--- config.mk ---
export PLATFORM = sky130hd
export DESIGN_NAME = debounced_tooth_tachometer
export DESIGN_NICKNAME = d
export VERILOG_FILES = /design/src/hdl/dtt_pkg.sv /design/src/hdl/debounced_tooth_tachometer.sv
export VERILOG_INCLUDE_DIRS = /design/src /design/src/hdl
export SDC_FILE = /design/constraint.sdc
export NUM_CORES = 1
export LEC_CHECK = 0
export BUFFER_PORTS_ARGS = -buffer_cell sky130_fd_sc_hd__buf_2
export CAP_MARGIN = 0
export CORE_MARGIN = 5
export CORE_UTILIZATION = 25
export DETAILED_ROUTE_END_ITERATION = 10
export MAX_ROUTING_LAYER = met4
export PLACE_DENSITY = 0.42
export SLEW_MARGIN = 20
export SYNTH_ARGS = -nofsm -noshare
export SYNTH_HDL_FRONTEND = slang
export SYNTH_SLANG_ARGS = --single-unit
--- constraint.sdc ---
create_clock -name clock -period 14.8 [get_ports clock]
set_input_delay 2.22 -clock clock [delete_from_list [all_inputs] [get_ports clock]]
set_output_delay 2.22 -clock clock [all_outputs]
set_load 0.05 [all_outputs]
--- src/hdl/debounced_tooth_tachometer_macros.svh ---
// Assertion macros for the debounced tooth tachometer.
// Used by the top level; needs clock and reset in the including scope.
`ifndef DEBOUNCED_TOOTH_TACHOMETER_MACROS_SVH
`define DEBOUNCED_TOOTH_TACHOMETER_MACROS_SVH

// Antecedent implies consequent in the same cycle.
`define DTT_ASSERT_SAME(label, ante, cons, msg) \
   label: assert property (@(posedge clock) disable iff (reset) (ante) |-> (cons)) \
      else $error(msg);

// Antecedent implies consequent in the next cycle.
`define DTT_ASSERT_NEXT(label, ante, cons, msg) \
   label: assert property (@(posedge clock) disable iff (reset) (ante) |=> (cons)) \
      else $error(msg);

`endif

--- src/hdl/dtt_pkg.sv ---
// Shared types and constants for the debounced tooth tachometer.
// No dependencies.
`default_nettype none

package dtt_pkg;

   localparam int unsigned TIME_W     = 32;
   localparam int unsigned DEBOUNCE_W = 20;
   localparam int unsigned TEETH_W    = 8;
   localparam int unsigned SPEED_W    = 26;
   localparam int unsigned DEN_W      = TIME_W + TEETH_W;
   localparam int unsigned QUOT_W     = SPEED_W;
   localparam int unsigned STEP_W     = 5;
   localparam int unsigned CSR_IDX_W  = 2;

   localparam logic [STEP_W-1:0]     DIV_STEPS     = STEP_W'(QUOT_W);
   localparam logic [SPEED_W-1:0]    RPM_NUMERATOR = 26'd60000000;
   localparam logic [DEBOUNCE_W-1:0] DEBOUNCE_RST  = 20'd1000;
   localparam logic [TEETH_W-1:0]    TEETH_RST     = 8'd36;

   localparam logic OP_PULSE = 1'b0;
   localparam logic OP_QUERY = 1'b1;

   localparam logic [CSR_IDX_W-1:0] CSR_DEBOUNCE = 2'd0;
   localparam logic [CSR_IDX_W-1:0] CSR_TEETH    = 2'd1;

   typedef struct packed {
      logic              operation;
      logic [TIME_W-1:0] time_us;
   } req_type;

   typedef struct packed {
      logic               pulse_accepted;
      logic [TEETH_W-1:0] tooth_index;
      logic [SPEED_W-1:0] speed_rpm;
      logic               speed_updated;
   } rsp_type;

   typedef enum logic [1:0] {
      ST_IDLE,
      ST_CHECK,
      ST_DIV,
      ST_FIN
   } seq_state_type;

endpackage

`default_nettype wire

--- src/hdl/debounced_tooth_tachometer.sv ---
// Usage: req_* carries one event per beat (operation 0 = sensor pulse with its
// microsecond timestamp, 1 = speed query); rsp_* returns one result beat per
// event with the debounce verdict, tooth counter, held speed and update flag.
// csr_* writes debounce_us (index 0) and tooth_count (index 1); always ready,
// write only while the block is idle.
// Every event passes a check state and a finish state. In between, accepted
// pulses and queries with a pending interval run 26 iterations of a shared
// restoring divider (speed = 60000000 / (interval * teeth), or the tooth
// counter wrap as a remainder); rejected pulses and queries with nothing
// pending skip the divider. A new event is taken only once the previous one
// has been handed to the output register.
// req_stall is high while an event is in work. A stalled result holds in the
// output register; a following event then waits in its finish cycle.
// Reset (synchronous, active high) restores debounce 1000 us, 36 teeth and
// clears timestamp, pending interval, tooth counter and speed.
// Depends on dtt_pkg and debounced_tooth_tachometer_macros.svh.
`default_nettype none

`include "debounced_tooth_tachometer_macros.svh"

module debounced_tooth_tachometer (
   input  wire logic                                   clock,
   input  wire logic                                   reset,
   input  wire logic                                   req_valid,
   output      logic                                   req_stall,
   input  wire dtt_pkg::req_type                       req_data,
   output      logic                                   rsp_valid,
   input  wire logic                                   rsp_stall,
   output      dtt_pkg::rsp_type                       rsp_data,
   input  wire logic                                   csr_valid,
   output      logic                                   csr_ready,
   input  wire logic [dtt_pkg::CSR_IDX_W-1:0]          csr_index,
   input  wire logic [dtt_pkg::DEBOUNCE_W-1:0]         csr_wdata
);

   dtt_pkg::seq_state_type state_ff, state_in;

   logic [dtt_pkg::DEBOUNCE_W-1:0] debounce_ff;
   logic [dtt_pkg::TEETH_W-1:0]    teeth_ff;
   logic [dtt_pkg::TIME_W-1:0]     last_stamp_ff, last_stamp_in;
   logic [dtt_pkg::TIME_W-1:0]     pending_ff, pending_in;
   logic [dtt_pkg::TEETH_W-1:0]    counter_ff, counter_in;
   logic [dtt_pkg::SPEED_W-1:0]    speed_ff, speed_in;

   logic                           op_ff;
   logic [dtt_pkg::TIME_W-1:0]     time_ff;
   logic                           do_div_ff, do_div_in;

   logic [dtt_pkg::QUOT_W-1:0]     quot_ff, quot_in;
   logic [dtt_pkg::DEN_W-1:0]      rem_ff, rem_in;
   logic [dtt_pkg::DEN_W-1:0]      den_ff, den_in;
   logic [dtt_pkg::STEP_W-1:0]     step_ff, step_in;

   logic                           rsp_valid_ff, rsp_valid_in;
   dtt_pkg::rsp_type               rsp_ff, rsp_in;

   logic                           req_take;
   logic                           out_free;
   logic [dtt_pkg::TEETH_W-1:0]    teeth_eff;
   logic [dtt_pkg::TIME_W-1:0]     diff;
   logic                           debounce_ok;
   logic [dtt_pkg::DEN_W:0]        shifted;
   logic [dtt_pkg::DEN_W:0]        trial;
   logic                           fits;
   logic                           finish;
   logic                           is_pulse;

   assign req_stall = (state_ff != dtt_pkg::ST_IDLE);
   assign req_take  = req_valid && !req_stall;
   assign csr_ready = 1'b1;
   assign rsp_valid = rsp_valid_ff;
   assign rsp_data  = rsp_ff;
   assign out_free  = !rsp_valid_ff || !rsp_stall;
   assign is_pulse  = (op_ff == dtt_pkg::OP_PULSE);

   assign teeth_eff   = (teeth_ff == '0) ? dtt_pkg::TEETH_W'(1) : teeth_ff;
   assign diff        = time_ff - last_stamp_ff;
   assign debounce_ok = (diff >= dtt_pkg::TIME_W'(debounce_ff));

   // one restoring division step
   assign shifted = {rem_ff, quot_ff[dtt_pkg::QUOT_W-1]};
   assign trial   = shifted - {1'b0, den_ff};
   assign fits    = (shifted >= {1'b0, den_ff});
   assign finish  = (state_ff == dtt_pkg::ST_FIN) && out_free;

   // next state
   always_comb begin
      state_in = state_ff;
      unique case (state_ff)
         dtt_pkg::ST_IDLE: begin
            if (req_take) state_in = dtt_pkg::ST_CHECK;
         end
         dtt_pkg::ST_CHECK: begin
            if (is_pulse) state_in = debounce_ok ? dtt_pkg::ST_DIV : dtt_pkg::ST_FIN;
            else          state_in = (pending_ff != '0) ? dtt_pkg::ST_DIV : dtt_pkg::ST_FIN;
         end
         dtt_pkg::ST_DIV: begin
            if (step_ff == dtt_pkg::DIV_STEPS - dtt_pkg::STEP_W'(1)) state_in = dtt_pkg::ST_FIN;
         end
         dtt_pkg::ST_FIN: begin
            if (out_free) state_in = dtt_pkg::ST_IDLE;
         end
         default: state_in = dtt_pkg::ST_IDLE;
      endcase
   end

   // datapath and outputs
   always_comb begin
      last_stamp_in = last_stamp_ff;
      pending_in    = pending_ff;
      counter_in    = counter_ff;
      speed_in      = speed_ff;
      do_div_in     = do_div_ff;
      quot_in       = quot_ff;
      rem_in        = rem_ff;
      den_in        = den_ff;
      step_in       = step_ff;
      rsp_in        = rsp_ff;
      rsp_valid_in  = rsp_valid_ff && rsp_stall;
      unique case (state_ff)
         dtt_pkg::ST_IDLE: begin
            step_in = '0;
         end
         dtt_pkg::ST_CHECK: begin
            rem_in = '0;
            if (is_pulse) begin
               do_div_in = debounce_ok;
               quot_in   = dtt_pkg::QUOT_W'({1'b0, counter_ff} + 9'd1);
               den_in    = dtt_pkg::DEN_W'(teeth_eff);
               if (debounce_ok) begin
                  pending_in    = diff;
                  last_stamp_in = time_ff;
               end
            end else begin
               do_div_in = (pending_ff != '0);
               quot_in   = dtt_pkg::RPM_NUMERATOR;
               den_in    = dtt_pkg::DEN_W'(pending_ff) * dtt_pkg::DEN_W'(teeth_eff);
            end
         end
         dtt_pkg::ST_DIV: begin
            rem_in  = fits ? trial[dtt_pkg::DEN_W-1:0] : shifted[dtt_pkg::DEN_W-1:0];
            quot_in = {quot_ff[dtt_pkg::QUOT_W-2:0], fits};
            step_in = step_ff + dtt_pkg::STEP_W'(1);
         end
         dtt_pkg::ST_FIN: begin
            if (out_free) begin
               rsp_valid_in          = 1'b1;
               rsp_in.pulse_accepted = is_pulse && do_div_ff;
               rsp_in.speed_updated  = !is_pulse && do_div_ff;
               if (do_div_ff && is_pulse) counter_in = rem_ff[dtt_pkg::TEETH_W-1:0];
               if (do_div_ff && !is_pulse) begin
                  speed_in   = quot_ff;
                  pending_in = '0;
               end
               rsp_in.tooth_index = (do_div_ff && is_pulse) ?
                                    rem_ff[dtt_pkg::TEETH_W-1:0] : counter_ff;
               rsp_in.speed_rpm   = (do_div_ff && !is_pulse) ? quot_ff : speed_ff;
            end
         end
         default: ;
      endcase
   end

   always_ff @(posedge clock) begin
      if (reset) begin
         state_ff      <= dtt_pkg::ST_IDLE;
         debounce_ff   <= dtt_pkg::DEBOUNCE_RST;
         teeth_ff      <= dtt_pkg::TEETH_RST;
         last_stamp_ff <= '0;
         pending_ff    <= '0;
         counter_ff    <= '0;
         speed_ff      <= '0;
         rsp_valid_ff  <= 1'b0;
         do_div_ff     <= 1'b0;
         step_ff       <= '0;
      end else begin
         state_ff      <= state_in;
         last_stamp_ff <= last_stamp_in;
         pending_ff    <= pending_in;
         counter_ff    <= counter_in;
         speed_ff      <= speed_in;
         rsp_valid_ff  <= rsp_valid_in;
         do_div_ff     <= do_div_in;
         step_ff       <= step_in;
         if (csr_valid && csr_ready) begin
            unique case (csr_index)
               dtt_pkg::CSR_DEBOUNCE: debounce_ff <= csr_wdata;
               dtt_pkg::CSR_TEETH:    teeth_ff    <= csr_wdata[dtt_pkg::TEETH_W-1:0];
               default: ;
            endcase
         end
      end
   end

   always_ff @(posedge clock) begin
      if (req_take) begin
         op_ff   <= req_data.operation;
         time_ff <= req_data.time_us;
      end
      quot_ff <= quot_in;
      rem_ff  <= rem_in;
      den_ff  <= den_in;
      rsp_ff  <= rsp_in;
   end

   `DTT_ASSERT_SAME(a_div_bound, (state_ff == dtt_pkg::ST_DIV), (step_ff < dtt_pkg::DIV_STEPS), "divider step out of range")
   `DTT_ASSERT_SAME(a_rem_below, (state_ff == dtt_pkg::ST_DIV), (rem_ff < den_ff), "partial remainder not below divisor")
   `DTT_ASSERT_SAME(a_flags_excl, rsp_valid_ff, !(rsp_ff.pulse_accepted && rsp_ff.speed_updated), "pulse and speed flags both set")
   `DTT_ASSERT_NEXT(a_fin_loads, finish, rsp_valid_ff, "finished event not presented")

endmodule

`default_nettype wire

# == Word-level counts from Yosys, hierarchy flattened ==
# Index checks and enable logic that the tools add are counted.
# totals
ff_bits,310
input_bits,60
out_inout_bits,39
elab_cells,85
# classes
add_sub_neg,4
multipliers,1
n_lt_le_gt_ge,2
eq_ne,11
mux,24
n_bitwise,1
reduce_logical,22
# ops
operator,count
$mux W32,4
$pmux W40 S2,1
$pmux W32 S2,1
$mux W26,2
$pmux W26 S2,1
$ge A41 B40 Y1,1
$mul A32 B8 Y40,1
$mux W40,1
$sub A40 B40 Y40,1
$ge A32 B20 Y1,1
$reduce_bool A32 Y1,1
$sub A32 B32 Y32,1
$mux W8,3
$ne A2 B2 Y1 const B,5
$pmux W5 S2,1
$add A8 B1 Y9 const B,1
$logic_not A8 Y1,1
$pmux W2 S4,1
$reduce_bool A2 Y1,4
$mux W1,6
$mux W2,3
$reduce_and A2 Y1,3
$reduce_and A3 Y1,2
$add A5 B1 Y5 const B,1
10 further kinds,18

# == Longest topological paths before layout ==
# Gate-level depths: netlist of the first run.
# logic_depth
depth_word,5
mapped_depth,23
ltp_nobuf,21

# == Least setup slack after synthesis of the first run ==
# No wires, ideal clock.
# synth_path
path_type,register to register
start,register teeth_ff[6] (netlist name)
end,"register den_ff[36] (netlist name), data pin"
setup_time_ns,0.268
t_arrival_ns,5.205
required_time_ns,14.532
setup_slack_ns,9.327
path_stages_with_launch,21
path_buffers,1
period_less_slack_ns,5.473
cell_sequence,dfxtp_1 > clkbuf_1 > and2_1 > fa_1 > fa_1 > fa_1 > inv_1 > fa_1 > inv_1 > ha_1 > a21o_1 > a211oi_1 > o211ai_1 > a31oi_1 > o31ai_1 > a211o_1 > a21o_1 > a21o_1 > a21o_1 > a211oi_1 > nor3b_1
# synth_via
elab_chain_cells,3
# synth_rtl
element,line_no,source
start: declaration,debounced_tooth_tachometer.sv:39,logic [dtt_pkg::TEETH_W-1:0] teeth_ff;
start signal: assignment,debounced_tooth_tachometer.sv:168,teeth_ff <= dtt_pkg::TEETH_RST;
start signal: assignment,debounced_tooth_tachometer.sv:188,dtt_pkg::CSR_TEETH: teeth_ff <= csr_wdata[dtt_pkg::TEETH_W-1:0];
$logic_not A8 Y1,debounced_tooth_tachometer.sv:76,assign teeth_eff = (teeth_ff == '0) ? dtt_pkg::TEETH_W'(1) : teeth_ff;
$mux W8 (*),debounced_tooth_tachometer.sv:76,
$mul A32 B8 Y40 (*),debounced_tooth_tachometer.sv:137,den_in = dtt_pkg::DEN_W'(pending_ff) * dtt_pkg::DEN_W'(teeth_eff);
end signal: assignment,debounced_tooth_tachometer.sv:202,den_ff <= den_in;
end: declaration,debounced_tooth_tachometer.sv:51,"logic [dtt_pkg::DEN_W-1:0] den_ff, den_in;"
# Mark *: on every way between the ends. The rest lies on a longest branch, timed or not.
# A chain may end at the register's enable or synchronous reset.

# == Final worst setup path of the first run ==
# layout_path
start,register teeth_ff[2] (netlist name)
end,"register den_ff[39] (netlist name), data pin"
# Same word-level chain as after synthesis.

==> run_results.csv, run 1 <==
group,metric,value,unit
sta,timing.slew.headroom,30.5,%
clock_network,cts_made_buffers,38,
sta,hold_ws,0.451,ns
synth,synth_area_leaders,"edfxtp_1 21%, fa_1 15%, dfxtp_1 11%",
synth,synth_cell_types,75,
synth,synthFlopType,"edfxtp_1",
sta,finalClockSkew,0.0413,ns
synth,synth-seq-area-share,32.4,%
clock_network,post_cts_resize_count,0,
clock_network,cts_max_path_buffers,3,
final_layout,fin_area,27700,um^2
clock_network,holdBufCountCts,0,
worst_setup_path,crit_path_start_kind,"register",
final_layout,regArea,7960,um^2
synth,syn_area,24500,um^2
floorplan,coreArea,98000,um^2
synth,syn_area_per_cell,9.53,um^2
sta,min_period_over_period,42.5,%
routing,drtAntennaViolNets,0,
power,vdd_drop_max,0.0818,mV
placement,place_area,26400,um^2
sta,setup_viol,0,
sta,fmax,159,MHz
synth,yosysTopAreaCell,"edfxtp_1",
sta,worstMarginPinSlew,1.04,ns
floorplan,dieWidth,323,um
floorplan,die_y,323,um
final_layout,final_util,28.2,%
worst_setup_path,worstSetupEndpointType,"register",
sta,finalHoldViolCount,0,
floorplan,start_util,25.0,%
final_layout,drive_above_1_share,9.14,%
sta,fin_crit,6.29,ns
worst_setup_path,cpMaxStageDelayCell,"fa_1",
routing,wl,64800,um
final_layout,diodes,0,
synth,synthTopCellsByCount,"295 x inv_1, 227 x and2_1, 198 x nand2_1, 182 x fa_1, 181 x nor2_1",
clock_network,insertion_delay,0.60,ns
worst_setup_path,crit_chain,"buf_4 -> nor3_1 -> a21oi_2 -> buf_4 -> nor2b_1 -> fa_1 -> fa_1 -> inv_1 -> fa_1 -> inv_1 -> ha_1 -> a21o_1 -> a21oi_1 -> o21a_1 -> o2111ai_1 -> nand2_1 -> o21ai_0 -> o41ai_1 -> o22ai_1 -> or3_1 -> a21oi_1",
sta,final_max_slew_viol_count,0,
power,p_leak,12.1,nW
floorplan,boundaryPins,99,
routing,vias_per_cell,4.55,
clock_network,cts_num_sinks,310,
worst_setup_path,crit_family,"compound AO/OA/AOI/OAI gates",
sta,fin_setup_tns,0,ns
worst_setup_path,cp_common_cell,"fa_1",
power,total_power,4.79,mW
clock_network,clk_pin_slew_worst_paths,0.06,ns
worst_setup_path,slowest_delay,0.59,ns
final_layout,n_fill_cell,10300,
floorplan,dieArea,105000,um^2
worst_setup_path,cp_max_fo,32,
clock_network,h-tree-depth,2,
synth,postSynthRegisterBits,310,
routing,post-route-drc-count,0,
global_route,grt_max_degree,61,
clock_network,post_cts_buffers,0,
routing,drtIter0Drc,927,
synth,synth.net_count,2976,
worst_setup_path,path_buf_inv,4,
global_route,grt_use_total,12.8,%
final_layout,multi_input_area,15000,um^2
clock_network,cts_tree,"built",
synth,synth_edf_count,175,
global_route,grt_antenna_before_repair,0,
global_route,first_global_vias,18700,
flow_run,cap_violations,0,
clock_network,root_buffer,"clkbuf_16",
global_route,grt-ovfl-total,0,
run_status,status,"finished, final reports clean",
synth,ys_async_sr_fraction,0,%
synth,netlist_instances,2576,
sta,rsz0062_at_grt,"false",
routing,num_vias,17900,
floorplan,num_rows,115,
worst_setup_path,cp_data_arrival_time,6.71,ns
synth,yosys_warnings,0,
routing,drt-pass1-iter-count,4,
final_layout,finalNetCount,3020,
worst_hold_path,hp-class,"register to register",
synth,yosysTopAreaCellShare,21.4,%
routing,wire_per_inst,16.5,um
placement,hpwl,48900,um
placement,routabilityCongestion,0.866,
power,p_per_area,173,nW/um^2
worst_setup_path,critPathRequiredTime,15.22,ns
final_layout,area_growth_syn_to_layout,12.7,%
global_route,grt_pass1_wl,105000,um
synth,synth.most_common_cell,"inv_1",
worst_setup_path,path_class,"register to register",
placement,io_buffers,97,
metrics by stage:
step / setup WS (ns) / std cells
2_1_floorplan: 9.33 / 2576
3_3_place_gp: 8.69 / 3867
3_5_place_dp: 8.53 / 3867
4_1_cts: 8.50 / 3936
5_1_grt: 8.09 / 3936
6_report: 8.51 / 3936
area by class of cell:
type / instances / share of cell area [%]
well taps: 1287 / 5.82
flip-flops and latches: 310 / 28.8
clock inverters: 17 / 0.814
multi-input cells: 1854 / 54.3
repair buffers: 121 / 2.42
inverters: 295 / 4.00
clock buffers: 52 / 3.84
tightest hold or removal path, delay by kind of cell (launching register included):
kind	cells	cell delay, ns
flip-flops	1	0.30
AO/OA/AOI/OAI	1	0.05
AND/OR/NAND/NOR	1	0.05
worst paths after layout:
| path | cells past startpoint | startpoint | slack (ns) | to |
|---|---|---|---|---|
| setup / recovery | 21 | teeth_ff[2]$_SDFFE_PP1P_ | 8.51 | den_ff[39]$_SDFFCE_PN0P_ |
| hold / removal | 2 | speed_ff[13]$_SDFFE_PP0P_ | 0.45 | speed_ff[13]$_SDFFE_PP0P_ |
| setup reg to reg | 21 | teeth_ff[2]$_SDFFE_PP1P_ | 8.51 | den_ff[39]$_SDFFCE_PN0P_ |
| hold reg to reg | 2 | speed_ff[13]$_SDFFE_PP0P_ | 0.45 | speed_ff[13]$_SDFFE_PP0P_ |
report_power, final:
group          leakage [nW]  switching [mW]  internal (mW)
clock network         0.624           0.395          0.563
registers              2.76           0.184           1.23
logic                  8.72            1.47          0.951
state kept, by name, summed over array words and instances, names as in the netlist, 8 cells and up:
name and count:
den_ff 40, rem_ff 40, rsp_data 36, last_stamp_ff 32, pending_ff 32, time_ff 32
quot_ff 26, speed_ff 26, debounce_ff 20, counter_ff 8, teeth_ff 8
layer usage:
| layer | vias up | wire [um] | GRT usage (%) |
|---|---|---|---|
| li1 | 8806 | - | - |
| met1 | 8826 | 31600 | 17.1 |
| met2 | 220 | 30300 | 21.0 |
| met3 | 73 | 1790 | 1.55 |
| met4 | 0 | 1150 | 2.66 |
| met5 | - | 0 | - |
layout by cell type (no fill, tap or decap), types with 19 or more instances in the layout:
cell type,netlist,routed
nor2_1,181,179
o21ai_1,38,38
and2_1,227,226
nand4_1,22,22
inv_1,295,295
a211oi_1,23,23
fa_1,182,182
buf_4,2,25
mux2i_1,91,91
nor2b_1,51,51
ha_1,158,156
nand3_1,65,65
xnor2_1,52,52
clkbuf_16,0,38
a21oi_1,128,127
dfxtp_1,135,135
and3_1,20,20
nor3_1,19,19
a21o_1,67,67
edfxtp_1,175,175
mux2_2,38,38
nand2_1,198,198
buf_2,18,96
xor2_1,37,37
o21ai_0,50,50
logic make-up after synthesis:
kind of cell | after synthesis | synth area share (%)
xor gates and xnor gates | 89 | 3.18
muxes | 130 | 5.50
AOI/OAI and AO/OA | 443 | 11.8
DFF | 310 | 32.4
other | 1 | 0.0153
and+or+nand+nor | 851 | 17.7
buffers and inverters | 412 | 6.52
adders and majority gates | 340 | 22.9
(Power assumes the default switching activity.)
==> inputs of run 2 (changes only) <==
--- a/config.mk
+++ b/config.mk
@@ -6,6 +6,7 @@
 export SDC_FILE = /design/constraint.sdc
 export NUM_CORES = 1
 export LEC_CHECK = 0
+export ABC_AREA = 1
 export BUFFER_PORTS_ARGS = -buffer_cell sky130_fd_sc_hd__buf_2
 export CAP_MARGIN = 0
 export CORE_MARGIN = 5
==> constraint.sdc (replaced) <==
create_clock -name clock -period 6.3 [get_ports clock]
set_input_delay 0.945 -clock clock [delete_from_list [all_inputs] [get_ports clock]]
set_output_delay 0.945 -clock clock [all_outputs]
set_load 0.05 [all_outputs]
==> run_results.csv, run 2 <==
group,metric,value,unit
sta,fin_crit,5.39,ns
routing,post-route-drc-count,0,
placement,place_area,27800,um^2
clock_network,post_cts_buffers,0,
floorplan,dieArea,110000,um^2
routing,vias_per_cell,4.28,
clock_network,holdBufCountCts,0,
clock_network,clk_pin_slew_worst_paths,0.06,ns
global_route,grt_antenna_before_repair,1,
synth,synth_area_leaders,"edfxtp_1 20%, fa_1 14%, nand2_1 12%",
worst_setup_path,cp_data_arrival_time,5.71,ns
floorplan,coreArea,103000,um^2
worst_setup_path,path_class,"register to register",
final_layout,final_common_cell,"nand2_1",
worst_setup_path,regToRegSetupSlack,0.91,ns
global_route,grt-ovfl-total,0,
sta,timing.slew.headroom,34.8,%
synth,synth.most_common_cell,"nand2_1",
routing,drt-pass1-iter-count,5,
floorplan,dieWidth,332,um
synth,syn_area_per_cell,7.45,um^2
sta,fmax,186,MHz
synth,ys_async_sr_fraction,0,%
routing,wl,73600,um
placement,routabilityCongestion,0.854,
synth,synthFlopType,"edfxtp_1",
final_layout,layout_common_cells,"828 x nand2_1, 769 x inv_1, 295 x nor2_1, 251 x a21oi_1, 191 x o21ai_0",
sta,setup_viol,0,
synth,syn_area,25900,um^2
sta,finalClockSkew,0.0324,ns
synth,synth.net_count,3881,
sta,rsz0062_at_grt,"false",
worst_setup_path,cpMaxStageDelayCell,"fa_1",
clock_network,h-tree-depth,2,
placement,dp_cells,4854,
worst_setup_path,reg2reg_to,"den_ff[35]$_SDFFCE_PN0P_",
floorplan,boundaryPins,99,
synth,postSynthRegisterBits,310,
worst_setup_path,r2r_start,"teeth_ff[4]$_SDFFE_PP0P_",
synth,synthTopCellsByCount,"828 x nand2_1, 770 x inv_1, 296 x nor2_1, 251 x a21oi_1, 191 x o21ai_0",
final_layout,n_fill_cell,11400,
global_route,first_global_vias,21500,
worst_hold_path,hp-class,"register to register",
final_layout,final_util,28.2,%
synth,netlist_instances,3481,
placement,hpwl,57500,um
power,vdd_drop_max,0.203,mV
worst_setup_path,path_buf_inv,2,
floorplan,num_rows,118,
clock_network,cts_num_sinks,310,
final_layout,area_growth_syn_to_layout,12.4,%
power,total_power,13.0,mW
clock_network,cts_tree,"built",
synth,yosys_warnings,0,
sta,final_max_slew_viol_count,0,
routing,num_vias,21100,
worst_setup_path,cp_max_fo,29,
worst_setup_path,crit_family,"adder cells",
clock_network,insertion_delay,0.58,ns
sta,fin_setup_tns,0,ns
global_route,grt_max_degree,79,
power,p_leak,15.1,nW
routing,drtAntennaViolNets,0,
worst_setup_path,crit_path_start_kind,"register",
clock_network,cts_made_buffers,38,
floorplan,start_util,25.1,%
synth,yosysTopAreaCell,"edfxtp_1",
worst_setup_path,worstSetupEndpointType,"register",
final_layout,fin_area,29200,um^2
floorplan,die_y,332,um
global_route,grt_use_total,13.6,%
final_layout,finalNetCount,3914,
worst_setup_path,critPathRequiredTime,6.62,ns
clock_network,post_cts_resize_count,0,
sta,finalHoldViolCount,0,
worst_setup_path,reg2regPathDepth,20,
run_status,status,"finished, final reports clean",
synth,yosysTopAreaCellShare,20.3,%
worst_hold_path,min_from,"debounce_ff[1]$_SDFFE_PP0P_",
global_route,grt_pass1_wl,119000,um
worst_setup_path,slowest_delay,0.52,ns
synth,synth_edf_count,175,
final_layout,drive_above_1_share,7.05,%
worst_hold_path,hold-path-endpoint,"debounce_ff[1]$_SDFFE_PP0P_",
synth,synth_cell_types,49,
sta,min_period_over_period,85.5,%
worst_hold_path,holdPathStages,2,
flow_run,cap_violations,0,
power,p_per_area,447,nW/um^2
worst_setup_path,crit_chain,"buf_4 -> nand2_1 -> inv_1 -> fa_1 -> fa_1 -> fa_1 -> fa_1 -> ha_1 -> nand2_1 -> o21ai_0 -> a21oi_1 -> o21ai_0 -> nand2_1 -> nand2_1 -> a21o_1 -> nand2_1 -> o211ai_1 -> nand2_1 -> a21oi_1 -> nor2_1",
clock_network,root_buffer,"clkbuf_16",
clock_network,cts_max_path_buffers,3,
sta,worstMarginPinSlew,0.978,ns
placement,io_buffers,97,
routing,wire_per_inst,14.9,um
worst_setup_path,cp_common_cell,"nand2_1",
routing,drtIter0Drc,1101,
final_layout,final_cells,4925,
synth,synth-seq-area-share,30.7,%
## run 2: changes by cell type in the layout (fill, tap and decap cells not counted), sizes merged, moves of 21 or more
cell,before,now
a21oi,128,251
nor2,181,321
nor2b,51,0
mux2i,91,0
a21o,67,11
nand4,22,43
xnor2,52,21
inv,296,777
mux2,39,0
o21ai,90,193
nand2,198,843
and2,227,0
## run 2: worst max-delay path by stage
stage | from | endpoint | slack (ns) | depth (start not counted)
2_1_floorplan | teeth_ff[7]$_SDFFE_PP0P_ | den_ff[35]$_SDFFCE_PN0P_ | 1.40 | 21
3_3_place_gp | teeth_ff[6]$_SDFFE_PP0P_ | den_ff[35]$_SDFFCE_PN0P_ | 0.93 | 20
3_5_place_dp | teeth_ff[6]$_SDFFE_PP0P_ | den_ff[35]$_SDFFCE_PN0P_ | 0.91 | 20
4_1_cts | teeth_ff[6]$_SDFFE_PP0P_ | den_ff[35]$_SDFFCE_PN0P_ | 0.89 | 20
5_1_grt | teeth_ff[5]$_SDFFE_PP1P_ | den_ff[35]$_SDFFCE_PN0P_ | 0.43 | 20
6_report | teeth_ff[4]$_SDFFE_PP0P_ | den_ff[35]$_SDFFCE_PN0P_ | 0.91 | 20
## run 2: power by group
part	switching [mW]	leakage, nW	internal, mW	total, mW
registers	0.477	2.78	2.94	3.42
clock network	0.907	0.663	1.45	2.36
logic	4.84	11.6	2.42	7.27
## run 2: final cells by class
class                           count  area (um^2)  share of cell area, %
Clock buffer                       53         1120                   3.84
Timing Repair Buffer              125          696                   2.39
Tap cell                         1380         1730                   5.92
Multi-Input combinational cell   2259        14500                   49.7
Inverter                          780         2930                   10.0
Clock inverter                     17          231                  0.794
Sequential cell                   310         7960                   27.3
Antenna cell                        1         2.50                0.00858
## run 2: stage by stage
stage	hold slack, ns	worst slack (ns)
floorplan	0.435	1.40
global placement	0.452	0.932
detailed placement	0.456	0.911
CTS	0.465	0.893
global route	0.482	0.428
finish	0.463	0.911
## run 2: worst min-delay path, cell delays in order, from the launching register on
cell and delay [ns]:
dfxtp_1 0.29, inv_1 0.06, a21oi_1 0.06
## run 2: layer usage
layer  vias to the layer above  global-route usage [%]  share of wire [%]
li1                      10900                       -                  -
met1                      9838                    18.4                 49
met2                       300                    22.4                 46
met3                        69                    1.56                3.3
met4                         0                    2.61                1.6
met5                         -                       -                  0
## run 2: cells by family after synthesis
kind of cell	count (synthesis)	share of synthesized area [%]
flip-flops	310	30.7
AO/OA/AOI/OAI	554	11.8
other	1	0.0145
XOR/XNOR	52	1.76
AND/OR/NAND/NOR	1312	20.6
buffers and inverters	912	13.6
adder cells (fa/ha/maj)	340	21.7
